### src/sv/rita_pkg.sv
// Shared types, widths and the digit character table of the radix converter.
package rita_pkg;

   localparam int VALUE_BITS_DEFAULT = 32;
   localparam int RADIX_W            = 5;
   localparam int DIGIT_W            = 4;
   localparam int CHAR_W             = 7;

   localparam logic [RADIX_W-1:0] RADIX_MIN = RADIX_W'(2);
   localparam logic [RADIX_W-1:0] RADIX_MAX = RADIX_W'(16);

   localparam logic [CHAR_W-1:0] DIGIT_CHARS [16] = '{
      7'h30, 7'h31, 7'h32, 7'h33, 7'h34, 7'h35, 7'h36, 7'h37,
      7'h38, 7'h39, 7'h41, 7'h42, 7'h43, 7'h44, 7'h45, 7'h46
   };

   typedef struct packed {
      logic               done;
      logic               more;
      logic [DIGIT_W-1:0] digit;
   } div_status_type;

endpackage

### src/sv/rita_div_serial.sv
// Bit-serial restoring divider that peels off one base-radix digit per pass.
module rita_div_serial
   import rita_pkg::*;
#(
   parameter int VALUE_BITS = VALUE_BITS_DEFAULT
) (
   input  logic                  clock,
   input  logic                  reset,
   input  logic                  load,
   input  logic [VALUE_BITS-1:0] load_value,
   input  logic [RADIX_W-1:0]    load_radix,
   output div_status_type        status
);

   localparam int BIT_W = $clog2(VALUE_BITS);

   logic [VALUE_BITS-1:0] quo_ff, quo_in;
   logic [DIGIT_W-1:0]    rem_ff, rem_in;
   logic [RADIX_W-1:0]    radix_ff, radix_in;
   logic [BIT_W-1:0]      bit_ff, bit_in;
   logic                  busy_ff, busy_in;
   logic                  any_ff, any_in;

   logic [RADIX_W-1:0] rem_sh;
   logic [RADIX_W-1:0] diff;
   logic               ge;
   logic [DIGIT_W-1:0] rem_step;
   logic               last_step;

   always_comb begin
      rem_sh    = {rem_ff, quo_ff[VALUE_BITS-1]};
      ge        = (rem_sh >= radix_ff);
      diff      = rem_sh - radix_ff;
      rem_step  = ge ? diff[DIGIT_W-1:0] : rem_sh[DIGIT_W-1:0];
      last_step = busy_ff && (bit_ff == BIT_W'(VALUE_BITS - 1));

      status.done  = last_step;
      status.more  = any_ff | ge;
      status.digit = rem_step;
   end

   always_comb begin
      quo_in   = quo_ff;
      rem_in   = rem_ff;
      radix_in = radix_ff;
      bit_in   = bit_ff;
      busy_in  = busy_ff;
      any_in   = any_ff;
      if (load) begin
         quo_in  = load_value;
         rem_in  = '0;
         bit_in  = '0;
         any_in  = 1'b0;
         busy_in = 1'b1;
         if (load_radix < RADIX_MIN) begin
            radix_in = RADIX_MIN;
         end else if (load_radix > RADIX_MAX) begin
            radix_in = RADIX_MAX;
         end else begin
            radix_in = load_radix;
         end
      end else if (busy_ff) begin
         quo_in = {quo_ff[VALUE_BITS-2:0], ge};
         if (last_step) begin
            // The quotient now sits in place and, if it is nonzero, the next pass divides it again.
            rem_in  = '0;
            bit_in  = '0;
            any_in  = 1'b0;
            busy_in = any_ff | ge;
         end else begin
            rem_in = rem_step;
            bit_in = bit_ff + BIT_W'(1);
            any_in = any_ff | ge;
         end
      end
   end

   always_ff @(posedge clock) begin
      if (reset) begin
         busy_ff <= 1'b0;
         bit_ff  <= '0;
      end else begin
         busy_ff <= busy_in;
         bit_ff  <= bit_in;
      end
      quo_ff   <= quo_in;
      rem_ff   <= rem_in;
      radix_ff <= radix_in;
      any_ff   <= any_in;
   end

endmodule

### src/sv/radix_integer_to_ascii_core.sv
// Top level of the radix integer to ASCII converter.
// Each request beat carries an unsigned value and a radix (values below 2 act as 2,
// above 16 as 16). The block answers with one response beat per digit, uppercase
// ASCII, most significant first, no leading zeros, and rsp_last on the final one;
// zero gives the single character '0'. Requests are taken one at a time. Each digit
// comes from a full pass of the bit-serial divider, which yields one quotient bit per
// cycle; each character then goes through the digit buffer read and the response
// register before it is shown.
module radix_integer_to_ascii_core
   import rita_pkg::*;
#(
   parameter int VALUE_BITS = VALUE_BITS_DEFAULT
) (
   input  logic                  clock,
   input  logic                  reset,
   input  logic                  req_valid,
   output logic                  req_ready,
   input  logic [VALUE_BITS-1:0] req_value,
   input  logic [RADIX_W-1:0]    req_radix,
   output logic                  rsp_valid,
   input  logic                  rsp_ready,
   output logic [CHAR_W-1:0]     rsp_digit_char,
   output logic                  rsp_last
);

   localparam int AW = $clog2(VALUE_BITS);

   localparam logic [1:0] S_IDLE = 2'd0;
   localparam logic [1:0] S_DIV  = 2'd1;
   localparam logic [1:0] S_READ = 2'd2;
   localparam logic [1:0] S_SHOW = 2'd3;

   logic [1:0]         state_ff, state_in;
   logic [AW-1:0]      count_ff, count_in;
   logic [AW-1:0]      idx_ff, idx_in;
   logic [DIGIT_W-1:0] rd_ff;
   logic [DIGIT_W-1:0] digit_mem [VALUE_BITS];

   logic           div_load;
   div_status_type div_status;

   rita_div_serial #(
      .VALUE_BITS(VALUE_BITS)
   ) u_div (
      .clock     (clock),
      .reset     (reset),
      .load      (div_load),
      .load_value(req_value),
      .load_radix(req_radix),
      .status    (div_status)
   );

   assign req_ready      = (state_ff == S_IDLE);
   assign div_load       = req_valid && req_ready;
   assign rsp_valid      = (state_ff == S_SHOW);
   assign rsp_digit_char = DIGIT_CHARS[rd_ff];
   assign rsp_last       = (idx_ff == '0);

   always_comb begin
      state_in = state_ff;
      count_in = count_ff;
      idx_in   = idx_ff;
      unique case (state_ff)
         S_IDLE: begin
            if (div_load) begin
               count_in = '0;
               state_in = S_DIV;
            end
         end
         S_DIV: begin
            if (div_status.done) begin
               if (div_status.more) begin
                  count_in = count_ff + AW'(1);
               end else begin
                  idx_in   = count_ff;
                  state_in = S_READ;
               end
            end
         end
         S_READ: begin
            state_in = S_SHOW;
         end
         S_SHOW: begin
            if (rsp_ready) begin
               if (idx_ff == '0) begin
                  state_in = S_IDLE;
               end else begin
                  idx_in   = idx_ff - AW'(1);
                  state_in = S_READ;
               end
            end
         end
         default: begin
            state_in = S_IDLE;
         end
      endcase
   end

   always_ff @(posedge clock) begin
      if (reset) begin
         state_ff <= S_IDLE;
      end else begin
         state_ff <= state_in;
      end
      count_ff <= count_in;
      idx_ff   <= idx_in;
   end

   always_ff @(posedge clock) begin
      if (state_ff == S_DIV && div_status.done) begin
         digit_mem[count_ff] <= div_status.digit;
      end
   end

   always_ff @(posedge clock) begin
      if (state_ff == S_READ) begin
         rd_ff <= digit_mem[idx_ff];
      end
   end

endmodule

### config.mk
export PLATFORM = sky130hd
export DESIGN_NAME = radix_integer_to_ascii_core
export DESIGN_NICKNAME = d
export VERILOG_FILES = /design/src/sv/rita_pkg.sv /design/src/sv/rita_div_serial.sv /design/src/sv/radix_integer_to_ascii_core.sv
export SDC_FILE = /design/constraint.sdc
export NUM_CORES = 1
export LEC_CHECK = 0
export BUFFER_PORTS_ARGS = -buffer_cell sky130_fd_sc_hd__clkbuf_2
export CAP_MARGIN = 40
export CORE_MARGIN = 5
export CORE_UTILIZATION = 65
export CTS_CLUSTER_SIZE = 12
export DETAILED_ROUTE_END_ITERATION = 12
export PLACE_DENSITY = 0.87
export SLEW_MARGIN = 30
export SYNTH_ARGS = -nofsm -noshare
export SYNTH_HDL_FRONTEND = slang
export SYNTH_SLANG_ARGS = --single-unit
### constraint.sdc
create_clock -name clock -period 4.11 [get_ports clock]
set_input_delay 0.822 -clock clock [delete_from_list [all_inputs] [get_ports clock]]
set_output_delay 0.822 -clock clock [all_outputs]
set_load 0.1 [all_outputs]
Yosys cells after proc, flatten, opt, wreduce, memory -nomap -nowiden --
Memories as Yosys holds them, arrays and structs flattened. A register that Yosys moved wholly into a read port is not among the register bits. Cells that the tools add are included.
Cells by class: $add $sub $neg 4, multiplexer cells 29, reductions and logical operators 13, magnitude comparators 4, equal/unequal tests 10, bitwise logic cells 2
Operator list (number):
- two-way mux 32 bit | 2
- two-way mux 5 bit | 9
- one-hot mux 5 bit (2 select lines) | 2
- two-way mux 7 bit | 2
- adder 5 x 1 -> 5 bit, second input constant | 2
- two-way mux 2 bit | 5
- two-way mux 4 bit | 2
- one-hot mux 2 bit (4 select lines) | 1
- AND reduction 4 bit | 2
- two-way mux 1 bit | 6
- inequality test 2 x 1 -> 1 bit, second input constant | 3
- inequality test 2 bit, second input constant | 3
- nonzero test 2 bit | 3
- == test 5 bit, second input constant | 1
- >= comparator 5 bit | 1
- >= comparator 5 bit, second input constant | 1
- greater-than comparator 5 bit, second input constant | 1
- logical NOT 5 bit | 1
- < comparator 5 x 2 -> 1 bit, second input constant | 1
- inverter 4 -> 5 bit | 1
- AND reduction 5 bit | 1
- subtractor 5 x 1 -> 5 bit, second input constant | 1
- == test 2 bit, second input constant | 2
- OR reduction 2 bit | 2
- other kinds (5) | 7
Storage, ports and cells: memories kept 2, word-level logic and storage cells 74, bits in read-only memories 112, input port bits 41, output and inout bits 10, bits in writable memories 128, register bits 60
Memories:
- digit_mem | depth 32, width 4, read ports 1, clocked after memory_dff 1, write ports 1, line radix_integer_to_ascii_core.sv:37 | logic [DIGIT_W-1:0] digit_mem [VALUE_BITS];
- (no name shown) | depth 16, width 7, read ports 1, clocked after memory_dff 0, write ports 0, line radix_integer_to_ascii_core.sv:56 | assign rsp_digit_char = DIGIT_CHARS[rd_ff];

Depth between registers and ports, before layout --
Gate-level depths: netlist (run 1).
depth after elaboration 5, depth in mapped cells 9, mapped depth without buffers 7

Cells and area by module --
A second synthesis (run 1) with hierarchy kept.
Unflattened totals: cell total of the unflattened synthesis 482, area total of the unflattened synthesis 8230.4 sq um
By module, submodules not included:
- radix_integer_to_ascii_core | sequential area each 4304.1 sq um, cells each 317, instances 1, area an instance 5972.0 sq um
- rita_div_serial | sequential area each 1331.3 sq um, cells each 165, instances 1, area an instance 2258.4 sq um

Worst setup path before layout (run 1) --
No wires, ideal clock.
path type reg-to-reg, start point reg idx_ff[0], end point reg idx_ff[0] (enable), data required time 3.611 ns, slack -1.621 ns, data arrival time 5.232 ns, setup time 0.499 ns, cell stages (with the launch flop) 8, clock period less this slack 5.731 ns, buffers on the path 3, cells stage by stage edfxtp_1 buf_2 buf_2 buf_2 inv_1 ha_1 nor4b_1 o21ai_0
Between the ends: cells in the longest elaborated chain, start to end 3
Ends and longest elaborated chain:
- start, declared | line radix_integer_to_ascii_core.sv:35 | logic [AW-1:0] idx_ff, idx_in;
- start signal, assigned | line radix_integer_to_ascii_core.sv:106 | idx_ff <= idx_in;
- logical NOT 5 bit
- via rsp_last | line radix_integer_to_ascii_core.sv:23 | output logic rsp_last
- inequality test 2 bit (no line)
- AND reduction 5 bit (no line)
The timed path passes the listed nets, and every way through them passes these cells. A chain may end at the register's enable or synchronous reset.

Final worst setup path (run 1) --
start point reg idx_ff[1], end point out rsp_last
Between the ends: cells in the longest elaborated chain, start to end 1
Ends and longest elaborated chain:
- logical NOT 5 bit | line radix_integer_to_ascii_core.sv:57 | assign rsp_last = (idx_ff == '0);
- end, declared | line radix_integer_to_ascii_core.sv:23
Every way passes these cells.

==> flow_summary.ini, run 1 <==
[status]
status = complete, no violations

[drt]
wirelength_um = 16600
viasPerCell = 6.09
drtAntennaViolNets = 0
first_iter_violations = 461
drcViolationCount = 0
dr.pass1.iters = 5
vias = 5082
wl_per_cell_um = 19.9

[floorplan]
core_um2 = 12500
die_area_um2 = 15000
rows = 41
die_w_um = 122
initial_core_util_pct = 65.7
ioPinCount = 51
dieHeight_um = 122

[clock_tree]
clkSinkCount = 192
hold_buffers = 0
h-tree-depth = 4
clockBufferDepth = 2
insertion_delay_ns = 0.44
cts.clk_slew.worst_paths_ns = 0.07
cts_setup_buffers = 0
cts_resized = 0
cts_root_buffer = clkbuf_16
cts_tree = done
numCtsBuffers = 17

[pwr]
p_clk_share_pct = 38.7
ir_worst_vdd_uv = 401
p_leak_nw = 3.41
p_int_w = 0.00326
power_density_nw_per_um2 = 459
p_sw_w = 0.000963
p_seq_share_pct = 54.6
switching_share_pct = 22.8
combPwrFrac_pct = 6.8

[critical_path]
critical-path-top-delay-family = buffers and inverters
worstRegToRegCells = 7
timing.reg2reg.setup_slack_ns = 1.46
cp_cell_sequence = inv_1 -> ha_1 -> nor4b_2 -> clkbuf_2
end_kind = primary output
path_class = reg2out
crit_arrival_ns = 2.34
reg2reg_from = u_div.bit_ff[0]
rr_endpoint = digit_mem[12][2]
cp-start-kind = flip-flop
slowest_stage = clkbuf_2
path_max_fanout = 8
cpPeakStageDelay_ns = 0.55
required_ns = 3.29
path_buf_inv = 2

[logic_synthesis]
syn-mean-instance-area_um2 = 13.7
synth_top_cell_area_share_pct = 65.4
synth_warnings = 0
ys_async_sr_fraction_pct = 0
synth_edf_count = 179
synth_top_area_cell = edfxtp_1
netlist-cell-type-count = 43
ys_seq_area_share_pct = 68.6
yosys_most_used_dff = edfxtp_1
syn_nets = 659
netlist_area_um2 = 8220
ys_ff_latch = 192
synth_cells = 602
synth_area_leaders = edfxtp_1, nand2_1, mux4_2, mux2i_1, dfxtp_1

[timing]
setup_violations = 0
fin_crit_ns = 3.16
worst_pin_slew_ns = 0.745
rsz0062_at_grt = false
slew_headroom_pct = 50.1
clock.fmax_mhz = 317
finalCritPeriodShare_pct = 76.9
setup_tns_ns = 0
slew_viol_final = 0
hold_viol = 0
hold_ws_ns = 0.526
finClkSkew_ns = 0.0117

[global_route]
grt_pass1_vias = 5017
grt_pass1_wl_um = 26100
grt_use_total_pct = 23.5
grt_max_degree = 59
antenna_found_initial = 0
gr-total-overflow = 0

[cells_and_area]
nNetsFinal = 706
fin_cells = 834
n_fill_cell = 780
insertedDiodeCount = 0
final_layout_size_suffix_gt1_share_pct = 16.9
syn_to_final_growth_pct = 12.0

[worst_hold_path]
hold_path_depth = 2
min_to = u_div.quo_ff[28]
hp-start = u_div.quo_ff[27]
hold_class = reg2reg

[placed_design]
dpl.cell_count = 800
dp_hpwl_um = 10700
port_buffers = 50
place_congestion = 0.829

[run]
max_cap_violations = 0
[power by group through the flow]
stage	combinational (W)	clock (W)	sequential, W
final	0.000286	0.00163	0.00230
after global routing	0.000317	0.00173	0.00231
after CTS	0.000286	0.00164	0.00230
after detailed placement	0.000283	0	0.00235
after global placement	0.000268	0	0.00234
after floorplan	0.000183	0	0.00233
[sequential cells by signal (all words and copies together), names as in the netlist]
signal / cells
idx_ff: 5
u_div.quo_ff: 32
u_div.rem_ff: 4
state_ff: 2
u_div.busy_ff: 1
rd_ff: 4
digit_mem: 128
u_div.bit_ff: 5
count_ff: 5
u_div.radix_ff: 5
u_div.any_ff: 1
[metrics by stage]
| step | utilization, % | worst slack, ns | cell area [um^2] | total power, W |
|---|---|---|---|---|
| 4_1_cts | 73.3 | 1.01 | 9180 | 0.00423 |
| 6_report | 73.5 | 0.951 | 9200 | 0.00422 |
| 3_5_place_dp | 68.7 | 1.52 | 8590 | 0.00263 |
| 2_1_floorplan | - | 0.262 | 8230 | 0.00251 |
| 3_3_place_gp | 68.7 | 1.58 | 8590 | 0.00261 |
| 5_1_grt | 73.5 | 0.876 | 9200 | 0.00435 |
[layout by cell type (no fill, tap or decap), drive strengths merged, types with 13 or more instances in the layout]
cell,n
a21oi,15
nor2,61
edfxtp,179
mux2i,27
nand2,109
dfxtp,13
ha,15
a22oi,15
inv,25
clkbuf,68
mux4,16
[worst max-delay path by stage]
stage	startpoint	to	slack, ns	depth (start not counted)
detailed placement	u_div.bit_ff[0]	digit_mem[12][0]	1.52	7
global route	idx_ff[1]	rsp_last	0.88	4
finish	idx_ff[1]	rsp_last	0.95	4
CTS	idx_ff[1]	rsp_last	1.01	4
global placement	idx_ff[1]	rsp_last	1.58	4
floorplan	idx_ff[0]	idx_ff[0]	0.26	7
[routing by layer]
layer	vias to the layer above	part of all wire (%)	global-route usage [%]
met5	-	0	0
met4	0	3.0	10.6
met3	45	8.2	5.76
met2	277	49	37.8
met1	2449	40	30.6
li1	2311	-	-
[cell type report]
cell class	count	area (um^2)	area share, %
sequential	192	5640	61.2
clock buffer	17	425	4.62
multi-input combinational	361	2380	25.8
tap	172	215	2.34
clock inverter	15	158	1.71
inverter	19	71.3	0.775
timing repair buffer	58	320	3.48
[tightest hold or removal path, cell delays in order, from the launching register on]
cell,delay [ns]
edfxtp_1,0.32
nand2_1,0.05
nand2_1,0.06
[Yosys cell counts, types with 2 or more instances]
library cell,number
inv_1,19
a22o_1,4
nand4_1,9
mux4_2,16
edfxtp_1,179
buf_1,2
ha_1,15
buf_2,8
o21ai_0,3
buf_4,4
a22oi_1,15
mux2i_1,27
nor2b_1,12
nand2_1,109
nor4b_1,2
nand2b_1,3
mux2_2,3
xnor2_1,4
a211oi_1,8
dfxtp_1,13
nand3_1,8
nor3_1,9
nor2_1,61
clkbuf_1,14
nand3b_1,3
a31oi_1,10
and3_1,3
xor2_1,5
a21oi_1,15
nor3b_1,5
or3_1,2
[logic make-up (layout without fill, tap and decap cells)]
kind of cell,count (synthesis),count (layout),synth area share [%]
AOI/OAI and AO/OA,61,61,4.96
xor gates and xnor gates,9,9,0.959
adders and majority gates,16,16,2.53
buffers and inverters,49,109,2.63
DFF,192,192,68.6
muxes,46,46,8.08
and+or+nand+nor,229,229,12.3
(Power assumes the default switching activity.)
==> run 2, diff against run 1 <==
--- a/config.mk
+++ b/config.mk
@@ -8,10 +8,10 @@
 export BUFFER_PORTS_ARGS = -buffer_cell sky130_fd_sc_hd__clkbuf_2
 export CAP_MARGIN = 40
 export CORE_MARGIN = 5
-export CORE_UTILIZATION = 65
+export CORE_UTILIZATION = 55
 export CTS_CLUSTER_SIZE = 12
 export DETAILED_ROUTE_END_ITERATION = 12
-export PLACE_DENSITY = 0.87
+export PLACE_DENSITY = 0.78
 export SLEW_MARGIN = 30
 export SYNTH_ARGS = -nofsm -noshare
 export SYNTH_HDL_FRONTEND = slang
==> constraint.sdc (replaced) <==
create_clock -name clock -period 2.65 [get_ports clock]
set_input_delay 0.53 -clock clock [delete_from_list [all_inputs] [get_ports clock]]
set_output_delay 0.53 -clock clock [all_outputs]
set_load 0.1 [all_outputs]
==> run 2 against run 1 <==
Against the previous run:
- clock-buffer cell count increased by 3
- clock power up 64%
- design area grew 1.5%
- sequential share of layout area decreased by 0.89 points
- clock skew down 0.0042 ns
- combinational power up 55%
- setup slack lost 0.83 ns
- cell count up 1.4%
- non-clock buffer count unchanged
==> flow_summary.ini, run 2 (synthesis gave the netlist of run 1 again) <==
[critical_path]
path_buf_inv = 0
rr_endpoint = digit_mem[9][3]
path_class = reg2reg
cp_cell_sequence = ha_1 -> and3_1 -> ha_1 -> nand2_1 -> nor2_2 -> nand2_1 -> nor2_1
path_max_fanout = 8
crit_arrival_ns = 2.61
end_kind = flip-flop
critical-path-top-delay-family = simple AND/OR/NAND/NOR gates
cp-start-kind = flip-flop
cpPeakStageDelay_ns = 0.41
worstRegToRegCells = 7
reg2reg_from = u_div.bit_ff[0]
slowest_stage = nor2_1
timing.reg2reg.setup_slack_ns = 0.12
required_ns = 2.73

[worst_hold_path]
hold_path_depth = 1
hold_class = in2reg
min_to = u_div.radix_ff[4]
hp-start = req_radix[4]

[cells_and_area]
final_layout_size_suffix_gt1_share_pct = 18.7
top_register = digit_mem
reg_top3 = digit_mem: 128 flops, u_div.quo_ff: 32 flops
fin_cells = 846
insertedDiodeCount = 0
layout_common_cells = edfxtp_1, nand2_1, nor2_1, clkbuf_2, mux2i_1
largest_reg_flops = 128
fin_util_pct = 64.0
layout_commonest_cell = edfxtp_1
nNetsFinal = 706
syn_to_final_growth_pct = 13.6

[drt]
vias = 4810
dr.pass1.iters = 5
first_iter_violations = 386
viasPerCell = 5.69
drtAntennaViolNets = 0
routed.top_layer = met4
wl_met2_um = 7790
wirelength_um = 15600
wl_per_cell_um = 18.4
met1_length_um = 6500
drcViolationCount = 0
wl_met3_um = 985

[timing]
hold_ws_ns = 0.362
hold_viol = 0
finClkSkew_ns = 0.00753
fin_crit_ns = 2.53
slew_viol_final = 0
finalCritPeriodShare_pct = 95.5
slew_headroom_pct = 53.2
worst_pin_slew_ns = 0.703
setup_violations = 0
rsz0062_at_grt = true
clock.fmax_mhz = 395

[clock_tree]
cts.clk_slew.worst_paths_ns = 0.06
cts_setup_buffers = 0
clockBufferDepth = 2
clkSinkCount = 192
cts_resized = 0
cts_root_buffer = clkbuf_16
cts_tree = done
numCtsBuffers = 17
hold_buffers = 0
insertion_delay_ns = 0.42
h-tree-depth = 4

[floorplan]
rows = 44
ioPinCount = 51
die_area_um2 = 17500
dieHeight_um = 132
initial_core_util_pct = 56.3
die_w_um = 132
core_um2 = 14600

[placed_design]
port_buffers = 50
dp_hpwl_um = 10500
dpl.cell_count = 814
place_congestion = 0.852

[pwr]
ir_worst_vdd_uv = 466
p_leak_nw = 3.43
power_density_nw_per_um2 = 717
total_power_w = 0.00669

[global_route]
grt_pass1_wl_um = 25200
gr-total-overflow = 0
antenna_found_initial = 0
grt_max_degree = 59
grt_pass1_vias = 4930
grt_use_total_pct = 18.5

[status]
status = complete, no violations

[run]
max_cap_violations = 0
run 2: changes by cell type in the layout (fill, tap and decap cells not counted), sizes merged:
cell	previous run	this run
buf	7	9
bufinv	2	5
clkbuf	68	69
clkinv	6	5
clkinvlp	1	2
inv	25	19
run 2: metal layers:
layer	track usage, %	up-vias
li1	-	2310
met1	23.0	2304
met2	31.3	173
met3	4.73	23
met4	6.84	0
met5	0	-
run 2: how the worst max path moves through the flow:
stage | to | cells after the start | from
6_report | digit_mem[9][3] | 7 | u_div.bit_ff[0]
4_1_cts | rsp_digit_char[0] | 7 | rd_ff[1]
3_3_place_gp | digit_mem[9][0] | 7 | u_div.bit_ff[0]
5_1_grt | digit_mem[12][2] | 7 | u_div.bit_ff[0]
3_5_place_dp | digit_mem[3][1] | 7 | u_div.bit_ff[0]
2_1_floorplan | rsp_digit_char[1] | 5 | rd_ff[1]
run 2: where the power goes:
part / switching (W) / internal, W
clock network: 0.00101 / 0.00166
logic: 0.000318 / 0.000126
registers: 0.0000435 / 0.00353
total: 0.00137 / 0.00532
run 2: final cells by class:
cell class	count	area, um^2
inverter	19	71.3
tap	184	230
timing repair buffer	58	340
clock buffer	20	437
multi-input combinational	361	2430
clock inverter	12	190
sequential	192	5640
fill	1034	5250
run 2: through the flow:
stage	setup TNS, ns	instance area [um^2]	setup slack (ns)
final	0	9340	0.118
after global routing	-1.30	9340	-0.0467
after CTS	0	9310	0.0154
after detailed placement	0	8680	0.0868
after global placement	0	8680	0.261
after floorplan	-0.212	8260	-0.212
run 2: worst reg2reg max path, stage by stage, from the launching register on:
cell and delay [ns]:
dfxtp_1 0.39, ha_1 0.20, and3_1 0.17, ha_1 0.29, nand2_1 0.14, nor2_2 0.27
nand2_1 0.32, nor2_1 0.41
